--- src/rtl/core/smsa_pkg.sv ---
// ----------------------------------------------------------------------------
// smsa_pkg
// Shared widths, codes, the stage control word and the saturation helpers of
// the spectral mean/square accumulate unit.
// ----------------------------------------------------------------------------
package smsa_pkg;

  localparam int NUM_BINS_DEF     = 1024;
  localparam int SAMPLE_WIDTH_DEF = 32;

  localparam int BIN_W         = 10;   // bin_index field
  localparam int PORT_SAMPLE_W = 32;   // in_re / in_im fields on the port
  localparam int RES_W         = 64;   // every result field, Q31.32
  localparam int SHIFT_W       = 5;    // weight_shift register
  localparam int TERM_W        = 66;   // clamped correction term
  localparam int WIDE_W        = 128;  // common width for saturation checks

  localparam int IDX_LSB     = 0;
  localparam int RE_LSB      = IDX_LSB + BIN_W;
  localparam int IM_LSB      = RE_LSB + PORT_SAMPLE_W;
  localparam int IN_FIELDS_W = IM_LSB + PORT_SAMPLE_W;
  localparam int IN_TDATA_W  = ((IN_FIELDS_W + 7) / 8) * 8;
  localparam int OUT_TDATA_W = 6 * RES_W;

  localparam logic MODE_LOAD = 1'b0;
  localparam logic MODE_STEP = 1'b1;

  // Control word that travels with the item through the pipeline stages ahead of the output register.
  typedef struct packed {
    logic             vld;
    logic             step;
    logic             ok;
    logic [BIN_W-1:0] idx;
  } ctl_t;

  // Saturate a sign-extended value to the signed result range.
  function automatic logic signed [RES_W-1:0] sat_res(input logic signed [WIDE_W-1:0] x);
    logic hi_one;
    logic hi_zero;
    hi_one  = &x[WIDE_W-1:RES_W-1];
    hi_zero = ~|x[WIDE_W-1:RES_W-1];
    if (hi_one || hi_zero) begin
      sat_res = x[RES_W-1:0];
    end else if (x[WIDE_W-1]) begin
      sat_res = {1'b1, {(RES_W-1){1'b0}}};
    end else begin
      sat_res = {1'b0, {(RES_W-1){1'b1}}};
    end
  endfunction

  // Clamp a sign-extended value to the correction term range. Anything that
  // reaches a clamp bound drives the accumulator sum into saturation anyway.
  function automatic logic signed [TERM_W-1:0] sat_term(input logic signed [WIDE_W-1:0] x);
    logic hi_one;
    logic hi_zero;
    hi_one  = &x[WIDE_W-1:TERM_W-1];
    hi_zero = ~|x[WIDE_W-1:TERM_W-1];
    if (hi_one || hi_zero) begin
      sat_term = x[TERM_W-1:0];
    end else if (x[WIDE_W-1]) begin
      sat_term = {1'b1, {(TERM_W-1){1'b0}}};
    end else begin
      sat_term = {1'b0, {(TERM_W-1){1'b1}}};
    end
  endfunction

endpackage

--- src/rtl/core/smsa_skid.sv ---
// ----------------------------------------------------------------------------
// smsa_skid
// Output register with one skid entry, so the pipeline keeps moving after the
// receiver stalls until a result lands in the skid entry.
// ----------------------------------------------------------------------------
module smsa_skid #(
  parameter int DATA_W = smsa_pkg::OUT_TDATA_W
) (
  input  logic              clk,
  input  logic              rst,
  input  logic              push,
  input  logic [DATA_W-1:0] push_data,
  input  logic              out_ready,
  output logic              out_valid,
  output logic [DATA_W-1:0] out_data,
  output logic              room
);

  logic              skid_vld;
  logic [DATA_W-1:0] skid_data;

  assign room = !skid_vld;

  always_ff @(posedge clk) begin
    if (rst) begin
      out_valid <= 1'b0;
      skid_vld  <= 1'b0;
    end else begin
      if (!out_valid || out_ready) begin
        if (skid_vld) begin
          out_valid <= 1'b1;
          out_data  <= skid_data;
          skid_vld  <= 1'b0;
        end else begin
          out_valid <= push;
          if (push) begin
            out_data <= push_data;
          end
        end
      end else if (push) begin
        skid_vld  <= 1'b1;
        skid_data <= push_data;
      end
    end
  end

endmodule

--- config.mk ---
export PLATFORM = sky130hd
export DESIGN_NAME = smsa_skid
export DESIGN_NICKNAME = d
export VERILOG_FILES = /design/src/rtl/core/smsa_pkg.sv /design/src/rtl/core/smsa_skid.sv
export SDC_FILE = /design/constraint.sdc
export NUM_CORES = 1
export LEC_CHECK = 0
export ABC_CLOCK_PERIOD_IN_PS = 78000
export BUFFER_PORTS_ARGS = -buffer_cell sky130_fd_sc_hd__buf_2
export CORE_ASPECT_RATIO = 0.6
export CORE_MARGIN = 2
export CORE_UTILIZATION = 30
export CTS_CLUSTER_SIZE = 16
export DETAILED_ROUTE_END_ITERATION = 16
export SLEW_MARGIN = 40
export SYNTH_ARGS = -nofsm -noshare
export SYNTH_HDL_FRONTEND = slang
export SYNTH_SLANG_ARGS = --single-unit
--- constraint.sdc ---
create_clock -name clk -period 78 [get_ports clk]
set_clock_uncertainty 0.15 [all_clocks]
set_input_delay 11.7 -clock clk [delete_from_list [all_inputs] [get_ports clk]]
set_output_delay 11.7 -clock clk [all_outputs]
set_load 0.05 [all_outputs]
==> results.toml <==
[final_layout]
area_growth_pct = 27.4
fill_cells = 8490
instances_no_fill = 3328
final_nets = 2417
mostFrequentLayoutCell = "buf_2"
utilization_pct = 38.7
drive_gt1_share_pct = 61.5
most-common-layout-cells = "buf_2, edfxtp_1, mux2_2"

[grt]
antenna_found_initial = 23
grt_max_degree = 130
grt_pass1_vias = 15200
gr-usage-all-layers_pct = 13.6
overflow = 0
grt_pass1_wl_microns = 97300

[sta]
grt_setup_unrepaired = "false"
slew_violations = 0
setup_viol = 0
min_period_ps = 14540
setup_tns_ps = 0
hold_viol = 0
max_slew.worst_pin.slew_ps = 845
fmax_ghz = 0.0688
whs_ps = 386
slew_headroom_pct = 43.7
fin_crit_sh_pct = 18.6

[die]
dieHeight_microns = 240
die_area_sq_mm = 0.0956
start_util_pct = 30.4
io_pins = 774
die_x_microns = 398
fp-row-count = 86
core_area_sq_mm = 0.0920

[placement]
gp_congestion = 0.823
hpwl_microns = 47400
dp_cells = 3184
placement.io_buffers = 773

[routing]
drc = 0
vias_per_cell = 4.37
avgRoutedWirePerCell_microns = 20.6
drt_iter0_markers = 657
drtPass1Iterations = 4
antenna_left = 0
postRouteWirelength_microns = 68400
via_count = 14500

[synth]
synth_xor_area_share_pct = 0
synthSimpleGateAreaFrac_pct = 0.121
synthAdderAreaFrac_pct = 0
synth_top_area_share_pct = 82.6
muxShareOfSynthArea_pct = 15.5
synth_top_family_by_area = "multiplexers"
synth_top_area_cell = "edfxtp_1"
syn_area_per_cell_sq_um = 23.2
syn_area_sq_mm = 0.0279
yosysSeqAreaShare_pct = 82.7
synth_cell_types = 12
synthTopCellsByArea = "edfxtp_1, mux2_2, buf_6, dfxtp_1, buf_2"
yosysWarnings = 0
synth_nets = 1593
synth_compound_area_share_pct = 0.0179
syn_inst = 1205
synth_seq_cells = 770

[power]
power_density_mw_per_mm2 = 25.8
peakVddDrop_v = 0.0000136
power_leakage_nw = 12.8

[critical_path]
cp_common_cell = "buf_6"
slowest_delay_ps = 630
crit_chain = "buf_2, nor2b_1, nor3_2, buf_4, buf_6, buf_6, buf_6"
crit_arrival_ps = 14640
crit_path_max_fanout = 72
slowest_stage = "buf_6"
critPathRequiredTime_ps = 78100
start_kind = "primary input"
worstSetupPathType = "in -> reg"
critPathCaptureType = "register"

[flow_run]
cap_violations = 0

[cts]
post_cts_buffers = 0
cts_root_buffer = "clkbuf_16"
numCtsBuffers = 75
cts_resized = 0
cts_tree = "done"
clock_sinks = 770
holdBufCountCts = 0
clkLatencyLatePin_ps = 630
clk_pin_slew_ps = 60
clock_path_buffers = 3
cts_max_level = 3

[run_status]
status = "finished, final reports clean"

[min_path]
hold_class = "reg -> reg"
synthesized netlist by cell type:
library cell	instances
edfxtp_1	768
mux2_2	384
buf_6	39
buf_2	4
dfxtp_1	2
nor3_1	2
a21oi_1	1
inv_1	1
nand2b_1	1
nor2_1	1
nor2b_1	1
nor3b_1	1
through the flow:
step	total power [W]	setup WS (ps)	cell area (sq um)
floorplan	0.000545	36540	27900
global placement	0.000559	62000	33000
detailed placement	0.000561	62460	33100
CTS	0.000932	63160	35500
global route	0.000951	63210	35600
finish	0.000918	63460	35600
logic make-up (layout without fill, tap and decap cells):
family,count (synthesis),in the layout
AO/OA/AOI/OAI,1,1
multiplexers,384,384
other,0,9
AND/OR/NAND/NOR,6,6
flip-flops,770,770
buffers and inverters,44,926
registers in the layout (all words and copies together), names as in the netlist:
| signal | flops |
|---|---|
| out_data | 384 |
| out_valid | 1 |
| skid_data | 384 |
| skid_vld | 1 |
layer usage:
layer / GRT usage, % / share of wire, %
met3: 4.32 / 6.1
met4: 5.05 / 2.9
met1: 16.5 / 40
met5: 0 / 0.18
met2: 22.5 / 51
layout make-up:
cell class / instances / area, sq um / area share, %
inverter: 1 / 3.75 / 0.0106
multi-input combinational: 391 / 4370 / 12.3
clock buffer: 90 / 1980 / 5.55
timing repair buffer: 790 / 4070 / 11.4
sequential: 770 / 23100 / 64.9
antenna: 9 / 22.5 / 0.0633
clock inverter: 45 / 487 / 1.37
tap: 1232 / 1540 / 4.33
critical path, delay by kind of cell:
| family | cells | cell delay (ps) |
|---|---|---|
| buf+inv | 5 | 2510 |
| simple gates | 2 | 250 |
path summary, 6_finish.rpt:
path / start / end / slack [ps] / cells after the start
max: out_ready / out_data[135] / 63460 / 7
min: skid_data[22] / out_data[22] / 390 / 1
max reg2reg: skid_vld / out_data[135] / 73990 / 6
min reg2reg: skid_data[22] / out_data[22] / 390 / 1
report_power, final:
group	leakage (nW)	switching [W]	internal [W]
clock	1.19	0.000155	0.000212
combinational	4.53	0.0000542	0.0000230
sequential	7.08	0.00000319	0.000471
total	12.8	0.000213	0.000705
Note: power is estimated with default switching activity, not from simulation.
